`src/rtl/core/lkv_pkg.sv`:
```
`timescale 1ns / 1ps
`default_nettype none

package lkv_pkg;

  localparam int unsigned ENTRIES_DEF = 16;
  localparam int unsigned KEY_W       = 31;
  localparam int unsigned VAL_W       = 32;
  localparam int unsigned CAP_W       = 5;
  localparam logic [CAP_W-1:0] CAP_RESET = 5'd16;

  typedef logic        [KEY_W-1:0] key_t;
  typedef logic signed [VAL_W-1:0] val_t;

  localparam val_t MISS_VALUE = -32'sd1;
  localparam val_t PUT_VALUE  = 32'sd0;

  // operation codes of the func field
  localparam logic FUNC_GET = 1'b0;
  localparam logic FUNC_PUT = 1'b1;

  typedef enum logic [2:0] {
    S_IDLE = 3'b001,
    S_CMP  = 3'b010,
    S_UPD  = 3'b100
  } state_e;

  typedef struct packed {
    logic valid;
    key_t key;
    val_t value;
  } entry_t;

  typedef struct packed {
    logic cmp_en;
    logic take;
  } cell_ctrl_t;

endpackage

`default_nettype wire

```
`src/rtl/core/lkv_req_if.sv`:
```
`timescale 1ns / 1ps
`default_nettype none

interface lkv_req_if;
  logic          valid;
  logic          ready;
  logic          func;
  lkv_pkg::key_t lookup_key;
  lkv_pkg::val_t put_value;

  modport source (output valid, output func, output lookup_key, output put_value,
                  input ready);
  modport sink   (input valid, input func, input lookup_key, input put_value,
                  output ready);
endinterface

`default_nettype wire

```
`src/rtl/core/lkv_rsp_if.sv`:
```
`timescale 1ns / 1ps
`default_nettype none

interface lkv_rsp_if;
  logic          valid;
  logic          ready;
  lkv_pkg::val_t read_value;
  logic          hit;
  logic          evicted;

  modport source (output valid, output read_value, output hit, output evicted,
                  input ready);
  modport sink   (input valid, input read_value, input hit, input evicted,
                  output ready);
endinterface

`default_nettype wire

```
`src/rtl/core/lkv_cell.sv`:
```
`timescale 1ns / 1ps
`default_nettype none

module lkv_cell (
  input  wire                      clk_i,
  input  wire                      rst_ni,
  input  wire lkv_pkg::cell_ctrl_t ctrl_i,
  input  wire lkv_pkg::key_t       cmp_key_i,
  input  wire lkv_pkg::entry_t     prev_i,
  output lkv_pkg::entry_t          entry_o,
  output logic                     match_o
);
  import lkv_pkg::*;

  logic valid_q;
  key_t key_q;
  val_t value_q;
  logic match_q;

  always_ff @(posedge clk_i or negedge rst_ni) begin
    if (!rst_ni) begin
      valid_q <= 1'b0;
      match_q <= 1'b0;
    end else begin
      if (ctrl_i.take) begin
        valid_q <= prev_i.valid;
      end
      if (ctrl_i.cmp_en) begin
        match_q <= valid_q && (key_q == cmp_key_i);
      end
    end
  end

  // take the neighbor's entry: the row shifts one place toward older
  always_ff @(posedge clk_i) begin
    if (ctrl_i.take) begin
      key_q   <= prev_i.key;
      value_q <= prev_i.value;
    end
  end

  assign entry_o.valid = valid_q;
  assign entry_o.key   = key_q;
  assign entry_o.value = value_q;
  assign match_o       = match_q;

endmodule

`default_nettype wire

```
`src/rtl/core/lru_key_value_cache.sv`:
```
`timescale 1ns / 1ps
`default_nettype none

// Fully associative key-value cache with least-recently-used replacement, built
// as a row of ENTRIES cells ordered by recency: cell 0 holds the most recent
// entry and the valid entries always fill cells 0 to count-1. An item passes a
// compare state, where every cell compares the key, and an update state, where,
// for a put or a hit, the hit cell, the first free cell or the oldest cell is
// picked and the cells ahead of it shift one place while the new or touched
// entry enters cell 0. A new item is taken in the update cycle of the previous
// one; a result waiting in the output register holds the update cycle only.
// Entries are cleared at reset at once, with no clearing pass. Capacity is to
// be written only while no item is in flight; the block does not enforce this.
// Zero acts as one, values above ENTRIES as ENTRIES; lowering it drops no entry.
module lru_key_value_cache #(
  parameter int unsigned ENTRIES = lkv_pkg::ENTRIES_DEF
) (
  input  wire                           clk_i,
  input  wire                           rst_ni,
  input  wire                           cfg_we_i,
  input  wire [lkv_pkg::CAP_W-1:0]      cfg_wdata_i,
  lkv_req_if.sink                       req_i,
  lkv_rsp_if.source                     rsp_o
);
  import lkv_pkg::*;

  localparam int unsigned IW   = (ENTRIES > 1) ? $clog2(ENTRIES) : 1;
  localparam int unsigned CW   = $clog2(ENTRIES + 1);
  localparam int unsigned CMPW = (CW > CAP_W) ? CW : CAP_W;

  state_e st_q, st_d;

  logic [CAP_W-1:0] cap_q;
  logic [CW-1:0]    used_q, used_d;
  logic             func_q;
  key_t             key_q;
  val_t             val_q;

  logic             rsp_valid_q, rsp_valid_d;
  val_t             rd_q;
  logic             hit_q;
  logic             ev_q;

  entry_t             ent  [ENTRIES];
  cell_ctrl_t         ctrl [ENTRIES];
  logic [ENTRIES-1:0] match_vec;
  logic [ENTRIES-1:0] valid_vec;
  entry_t             head;

  logic          out_free;
  logic          accept;
  logic          go;
  logic          hit;
  logic [IW-1:0] hit_idx;
  val_t          found_val;
  logic [CMPW-1:0] cap_wide;
  logic [CW-1:0] eff_cap;
  logic          fill;
  logic [CW-1:0] tgt;
  logic          upd;

  assign out_free    = !rsp_valid_q || rsp_o.ready;
  assign req_i.ready = (st_q == S_IDLE) || ((st_q == S_UPD) && out_free);
  assign accept      = req_i.valid && req_i.ready;
  assign go          = (st_q == S_UPD) && out_free;

  always_comb begin
    st_d = st_q;
    unique case (st_q)
      S_IDLE: if (accept) st_d = S_CMP;
      S_CMP:  st_d = S_UPD;
      S_UPD: begin
        if (go) st_d = accept ? S_CMP : S_IDLE;
      end
      default: st_d = S_IDLE;
    endcase
  end

  // one-hot match, so an OR over the row selects index and value
  always_comb begin
    hit_idx   = '0;
    found_val = '0;
    for (int i = 0; i < int'(ENTRIES); i++) begin
      if (match_vec[i]) hit_idx = hit_idx | IW'(i);
      found_val = found_val | (ent[i].value & {VAL_W{match_vec[i]}});
    end
  end

  assign hit = |match_vec;

  always_comb begin
    cap_wide = CMPW'(cap_q);
    if (cap_wide == '0) begin
      eff_cap = CW'(1);
    end else if (cap_wide > CMPW'(ENTRIES)) begin
      eff_cap = CW'(ENTRIES);
    end else begin
      eff_cap = CW'(cap_wide);
    end
  end

  assign fill = !hit && (used_q < eff_cap);

  // last cell that shifts: the hit cell, the first free cell, or the oldest
  always_comb begin
    if (hit) begin
      tgt = CW'(hit_idx);
    end else if (fill) begin
      tgt = used_q;
    end else begin
      tgt = used_q - CW'(1);
    end
  end

  assign upd = go && ((func_q == FUNC_PUT) || hit);

  assign head.valid = 1'b1;
  assign head.key   = key_q;
  assign head.value = (func_q == FUNC_PUT) ? val_q : found_val;

  assign used_d = (go && (func_q == FUNC_PUT) && fill) ? used_q + CW'(1) : used_q;

  always_comb begin
    rsp_valid_d = rsp_valid_q;
    if (go) begin
      rsp_valid_d = 1'b1;
    end else if (rsp_o.ready) begin
      rsp_valid_d = 1'b0;
    end
  end

  for (genvar g = 0; g < int'(ENTRIES); g++) begin : g_cell
    assign ctrl[g].cmp_en = (st_q == S_CMP);
    assign ctrl[g].take   = upd && (CW'(g) <= tgt);
    assign valid_vec[g]   = ent[g].valid;

    if (g == 0) begin : g_head
      lkv_cell u_cell (
        .clk_i     (clk_i),
        .rst_ni    (rst_ni),
        .ctrl_i    (ctrl[g]),
        .cmp_key_i (key_q),
        .prev_i    (head),
        .entry_o   (ent[g]),
        .match_o   (match_vec[g])
      );
    end else begin : g_body
      lkv_cell u_cell (
        .clk_i     (clk_i),
        .rst_ni    (rst_ni),
        .ctrl_i    (ctrl[g]),
        .cmp_key_i (key_q),
        .prev_i    (ent[g-1]),
        .entry_o   (ent[g]),
        .match_o   (match_vec[g])
      );
    end
  end

  always_ff @(posedge clk_i or negedge rst_ni) begin
    if (!rst_ni) begin
      st_q        <= S_IDLE;
      cap_q       <= CAP_RESET;
      used_q      <= '0;
      rsp_valid_q <= 1'b0;
    end else begin
      st_q        <= st_d;
      used_q      <= used_d;
      rsp_valid_q <= rsp_valid_d;
      if (cfg_we_i) begin
        cap_q <= cfg_wdata_i;
      end
    end
  end

  always_ff @(posedge clk_i) begin
    if (accept) begin
      func_q <= req_i.func;
      key_q  <= req_i.lookup_key;
      val_q  <= req_i.put_value;
    end
    if (go) begin
      hit_q <= hit;
      ev_q  <= (func_q == FUNC_PUT) && !hit && !fill;
      if (func_q == FUNC_PUT) begin
        rd_q <= PUT_VALUE;
      end else begin
        rd_q <= hit ? found_val : MISS_VALUE;
      end
    end
  end

  assign rsp_o.valid      = rsp_valid_q;
  assign rsp_o.read_value = rd_q;
  assign rsp_o.hit        = hit_q;
  assign rsp_o.evicted    = ev_q;

`ifndef SYNTHESIS
  a_valid_prefix: assert property (@(posedge clk_i) disable iff (!rst_ni)
    (valid_vec & ENTRIES'(valid_vec + 1'b1)) == '0)
    else $error("valid cells are not a prefix of the row");

  a_count_match: assert property (@(posedge clk_i) disable iff (!rst_ni)
    $countones(valid_vec) == int'(used_q))
    else $error("entry count disagrees with valid cells");

  a_single_match: assert property (@(posedge clk_i) disable iff (!rst_ni)
    (st_q == S_UPD) |-> $onehot0(match_vec))
    else $error("key matches more than one cell");

  a_result_after_update: assert property (@(posedge clk_i) disable iff (!rst_ni)
    go |=> rsp_valid_q)
    else $error("update did not load a result");

  a_evict_needs_full: assert property (@(posedge clk_i) disable iff (!rst_ni)
    (go && (func_q == FUNC_PUT) && !hit && !fill) |-> (used_q != '0))
    else $error("eviction from an empty row");
`endif

endmodule

`default_nettype wire
```
`src/flat_wrapper.sv`:
```
// flat-port wrapper written by rule: the top's interface ports become plain ports
module lru_key_value_cache_flat import lkv_pkg::*;
#(
  parameter int unsigned ENTRIES = lkv_pkg::ENTRIES_DEF
)
  (clk_i, rst_ni, cfg_we_i, cfg_wdata_i, req_i_valid, req_i_func, req_i_lookup_key, req_i_put_value, req_i_ready, rsp_o_valid, rsp_o_read_value, rsp_o_hit, rsp_o_evicted, rsp_o_ready);
  lkv_req_if req_i_i ();
  lkv_rsp_if rsp_o_i ();
  input  wire clk_i;
  input  wire rst_ni;
  input  wire cfg_we_i;
  input  wire [lkv_pkg::CAP_W-1:0] cfg_wdata_i;
  input wire logic [$bits(req_i_i.valid)-1:0] req_i_valid;
  input wire logic [$bits(req_i_i.func)-1:0] req_i_func;
  input wire logic [$bits(req_i_i.lookup_key)-1:0] req_i_lookup_key;
  input wire logic [$bits(req_i_i.put_value)-1:0] req_i_put_value;
  output wire logic [$bits(req_i_i.ready)-1:0] req_i_ready;
  output wire logic [$bits(rsp_o_i.valid)-1:0] rsp_o_valid;
  output wire logic [$bits(rsp_o_i.read_value)-1:0] rsp_o_read_value;
  output wire logic [$bits(rsp_o_i.hit)-1:0] rsp_o_hit;
  output wire logic [$bits(rsp_o_i.evicted)-1:0] rsp_o_evicted;
  input wire logic [$bits(rsp_o_i.ready)-1:0] rsp_o_ready;
  assign req_i_i.valid = req_i_valid;
  assign req_i_i.func = req_i_func;
  assign req_i_i.lookup_key = req_i_lookup_key;
  assign req_i_i.put_value = req_i_put_value;
  assign req_i_ready = req_i_i.ready;
  assign rsp_o_valid = rsp_o_i.valid;
  assign rsp_o_read_value = rsp_o_i.read_value;
  assign rsp_o_hit = rsp_o_i.hit;
  assign rsp_o_evicted = rsp_o_i.evicted;
  assign rsp_o_i.ready = rsp_o_ready;
  lru_key_value_cache #(.ENTRIES(ENTRIES)) u_core (.clk_i(clk_i), .rst_ni(rst_ni), .cfg_we_i(cfg_we_i), .cfg_wdata_i(cfg_wdata_i), .req_i(req_i_i), .rsp_o(rsp_o_i));
endmodule
```
`config.mk`:
```
export PLATFORM = sky130hd
export DESIGN_NAME = lru_key_value_cache_flat
export DESIGN_NICKNAME = d
export VERILOG_FILES = /design/src/rtl/core/lkv_pkg.sv /design/src/rtl/core/lkv_req_if.sv /design/src/rtl/core/lkv_rsp_if.sv /design/src/rtl/core/lkv_cell.sv /design/src/rtl/core/lru_key_value_cache.sv /design/src/flat_wrapper.sv
export SDC_FILE = /design/constraint.sdc
export NUM_CORES = 1
export LEC_CHECK = 0
export BUFFER_PORTS_ARGS = -buffer_cell sky130_fd_sc_hd__buf_2
export CORE_MARGIN = 3
export CORE_UTILIZATION = 35
export CTS_BUF_LIST = sky130_fd_sc_hd__clkbuf_16
export DETAILED_ROUTE_END_ITERATION = 10
export PLACE_DENSITY = 0.53
export REMOVE_ABC_BUFFERS = 1
export SETUP_SLACK_MARGIN = 0.02
export SLEW_MARGIN = 10
export SYNTH_ARGS = -nofsm -noshare
export SYNTH_HDL_FRONTEND = slang
export SYNTH_SLANG_ARGS = --single-unit
```
`constraint.sdc`:
```
create_clock -name clk_i -period 6.19 [get_ports clk_i]
set_input_delay 1.238 -clock clk_i [delete_from_list [all_inputs] [get_ports clk_i]]
set_output_delay 1.238 -clock clk_i [all_outputs]
set_load 0.005 [all_outputs]
```
==> summary.md <==
| Metric | Value |
|---|---|
| Final setup TNS | 0 ps |
| Synth Area in Compound Gates | under 10% |
| PostCTS Resize Cnt | 0 |
| Pwr per Cell Area | approximately 340 mW/mm2 |
| Total number of vias | 24000 |
| Place WS | ~1100 ps |
| CTS H-tree lvls | 3 |
| Placed Cells incl. Taps | between 4000 and 5000 |
| Port Buf Inserts | between 100 and 150 |
| Max-slew violations | 0 |
| Slew headroom | between 10% and 20% |
| Rows | between 100 and 150 |
| Clock-pin transition on the worst setup and hold timing paths | ~60 ps |
| Highest clock rate | approximately 200 MHz |
| Asr flop ratio synth | between 3 and 4% |
| Xor and xnor area share after synthesis | under 10% |
| Post-CTS Hold Buffers | 0 |
| Root Buffer | clkbuf_16 |
| Min Clock Period, post-route | between 5000 and 6000 ps |
| First-pass DRT Iterations | 5 |
| Ant diodes | 0 |
| Clock sink count | between 1000 and 1500 |
| Clk_lat worst skew | just over 700 ps |
| # setup viols final | 0 |
| Most common cell on crit path | nor4_2 |
| First-pass GRT wire length | 172000 um |
| Crit path to | u_core.g_cell[11].g_body.u_cell.valid_q$_DFFE_PN0P_ |
| Commonest non-fill, non-tap cells in the layout | 1106 x edfxtp_1, 358 x xor2_1, 162 x a22oi_1 |
| Remaining Overflow, GRT | 0 |
| CTS tree | yes |
| Sequential power share | around 51% |
| DRT iter0 DRCs | 2318 |
| Core area | 0.126 mm2 |
| Comb power frac | 9.8% |
| # DRC | 0 |
| CP startpoint kind | register |
| Pint | 13.2 mW |
| Layout Cells excl Fill | between 4000 and 5000 |
| Post-synth EDFFs | 1106 |
| Main synth FF type | edfxtp_1 |
| Yosys reg bits | roughly 1200 |
| Initial antenna violation count | 0 |
| Min setup slack post-route | approximately 1100 ps |
| Vias in the first global route | ~25000 |
| Final hold vios | 0 |
| Psw | 4.37 mW |
| GP Congestion | 0.875 |
| Max clock buf depth | 3 |
| Global Route Usage Sum | between 10% and 20% |
| Share of cells above drive strength 1 | 14.7% |
| Synth unique cells | 60 |
| Cells after Synth | around 2600 |
| RSZ-0062 raised after global routing | no |
| Largest net degree at the start of global routing | 65 |
| Hpwl dp | 77800 um |
| Starting Density | a little over a third |
| Routed Antenna Nets | 0 |
| Final Instance Area | 0.0513 mm2 |
| Seq/Total Area, Yosys | between 70% and 80% |
| Total die area | approximately 0.13 mm2 |
| Max-Cap Viols | 0 |
| Proportion of synthesized area in mux cells | ~1.2% |
| # nets final | 2834 |
| Largest family of logic cells by synthesized area | XOR/XNOR gates |
| Cells along the critical path | nor4_2 > and4_1 > inv_4 > nor4_2 > nor3_2 > nor2_1 > a21oi_4 > buf_4 > mux2_1 |
| CP Max Fanout | 48 |
| Critical Path Source | u_core.g_cell[2].g_body.u_cell.match_o$_DFFE_PN0N_ |
| Die Y | approximately 360 um |
| IO Pins | 110 |
| Critical Path RT | about 6800 ps |
| Clk_skew | around 64 ps |
| Post-CTS Setup Repair Bufs | 0 |
| WL final | ~120000 um |
| Crit Reg-Reg Endpoint | u_core.g_cell[11].g_body.u_cell.valid_q$_DFFE_PN0P_ |
| Post-Synth Simple-Gate Area | under 10% |
| Worst R2R Path Depth | 9 |
| Sw frac | between 20% and 30% |
| Worst Tran Pin Value | ~1200 ps |
| Area grow syn2layout | 14.7% |
| Yosys Warn Count | 0 |
| Clock Power Share | about 39% |
| Die Wd | ~360 um |
| Cell Area, Placed | roughly 0.047 mm2 |
| Critical path arrival | between 5000 and 6000 ps |
| Max stage delay on crit path | ~1100 ps |
| Status | completed |
| Adder-Cell Fraction of Synth Area | less than 1% |
| Reg-to-reg slack, setup | approximately 1100 ps |
| DR WL/cell | between 20 and 30 um |
| Worst Setup End Kind | register |
| Mean Syn Cell Area | approximately 17 um2 |
| Hold crit path type | register to register |
| Worst setup path class | register to register |
| Pleak | 16.9 nW |
| Period utilization | between 80 and 90% |
| Worst r2r src | u_core.g_cell[2].g_body.u_cell.match_o$_DFFE_PN0N_ |
| TritonCTS buffer count | between 100 and 150 |
| Vias per cell | between 5 and 6 |
| Commonest non-fill, non-tap cell in the layout | edfxtp_1 |
| Maximum vdd drop | approximately 0.37 mV |
| Crit-path slowest cell | dfrtp_2 |
| Cell Area, Synth | ~0.045 mm2 |
[area by class of cell]
type | count | area (um2)
repair buffers | 184 | 1120
inverters | 46 | 178
multi-input cells | 1249 | 9710
fillers | 11300 | 74900
clock buffers | 121 | 3030
well taps | 1650 | 2060
flip-flops and latches | 1152 | 34400
clock inverters | 106 | 796
[routing by layer]
layer	GRT usage (%)	wire length, um	up-vias
li1	-	-	10400
met1	24.1	50900	12200
met2	27.8	53500	1147
met3	3.59	8520	287
met4	7.64	5630	0
met5	0	0	-
[per-stage QoR]
step / hold WS, ps / total power [mW] / util (%)
2_1_floorplan: 426 / 10.1 / -
3_3_place_gp: 429 / 10.8 / 37.6
3_5_place_dp: 434 / 10.8 / 37.6
4_1_cts: 431 / 17.8 / 40.6
5_1_grt: 449 / 18.2 / 40.6
6_report: 435 / 17.6 / 40.6
[how the worst min path moves through the flow]
stage	to	from	depth (start not counted)	slack, ps
2_1_floorplan	u_core.g_cell[13].g_body.u_cell.key_q[29]$_DFFE_PP_	u_core.g_cell[12].g_body.u_cell.key_q[29]$_DFFE_PP_	0	430
3_3_place_gp	u_core.g_cell[13].g_body.u_cell.value_q[14]$_DFFE_PP_	u_core.g_cell[12].g_body.u_cell.value_q[14]$_DFFE_PP_	0	430
3_5_place_dp	u_core.g_cell[9].g_body.u_cell.value_q[29]$_DFFE_PP_	u_core.g_cell[8].g_body.u_cell.value_q[29]$_DFFE_PP_	0	430
4_1_cts	u_core.g_cell[10].g_body.u_cell.value_q[10]$_DFFE_PP_	u_core.g_cell[9].g_body.u_cell.value_q[10]$_DFFE_PP_	0	430
5_1_grt	u_core.g_cell[9].g_body.u_cell.value_q[26]$_DFFE_PP_	u_core.g_cell[8].g_body.u_cell.value_q[26]$_DFFE_PP_	0	450
6_report	u_core.g_cell[5].g_body.u_cell.value_q[21]$_DFFE_PP_	u_core.g_cell[4].g_body.u_cell.value_q[21]$_DFFE_PP_	0	430
[registers in the layout, summed over array words and instances (netlist names)]
name,count
u_core.g_cell.g_head.u_cell.valid_q,1
u_core.rsp_o.hit,1
u_core.st_q,3
u_core.g_cell.g_body.u_cell.value_q,480
u_core.used_q,5
u_core.val_q,32
u_core.g_cell.g_head.u_cell.value_q,32
u_core.cap_q,5
u_core.g_cell.g_head.u_cell.key_q,31
u_core.func_q,1
u_core.g_cell.g_body.u_cell.match_o,15
u_core.g_cell.g_body.u_cell.valid_q,15
u_core.g_cell.g_body.u_cell.key_q,465
u_core.g_cell.g_head.u_cell.match_o,1
u_core.rsp_o.valid,1
u_core.key_q,31
u_core.rsp_o.read_value,32
u_core.rsp_o.evicted,1
[cells by family (layout without fill, tap and decap cells)]
group	after synthesis	in the layout
flip-flops	1152	1152
XOR/XNOR	496	496
AND/OR/NAND/NOR	348	348
AO/OA/AOI/OAI	346	346
buffers and inverters	191	457
multiplexers	53	53
adder cells (fa/ha/maj)	6	6
[cells in the mapped netlist (4+ instances only)]
cell type  number  area share (%)
edfxtp_1     1106              74
xor2_1        358             7.0
a22oi_1       162             2.7
xnor2_1       138             2.7
clkbuf_1      107            0.90
nor4_1         92             1.3
nand3_1        74            0.83
nand4_1        61            0.85
a221oi_1       48            0.94
a22o_1         48            0.94
inv_1          45            0.38
dfrtp_1        44             2.5
nor2_1         41            0.34
a21oi_1        39            0.44
mux2i_1        34            0.76
nand2_1        31            0.26
buf_1          29            0.24
nor3_1         17            0.19
mux2_2         14            0.35
o31ai_1        13            0.22
o21ai_0         9            0.10
buf_2           7           0.078
nand2b_1        7           0.098
ha_1            6            0.17
mux2_1          5            0.13
a21oi_2         4           0.078
or2_2           4           0.056
[critical path: cells and delay by family, from the launching register on]
| family | cells | cell delay (ps) |
|---|---|---|
| simple gates | 5 | 1490 |
| flops | 1 | 1130 |
| buf+inv | 2 | 1090 |
| compound gates | 1 | 740 |
| mux | 1 | 380 |
[power by group through the flow]
stage	clock network (mW)	registers [mW]	logic (mW)
finish	6.91	8.95	1.72
floorplan	0	9.25	0.838
global placement	0	9.10	1.71
global route	7.39	8.96	1.86
detailed placement	0	9.11	1.73
CTS	7.06	8.95	1.74
Note: power is estimated with default switching activity, not from simulation.
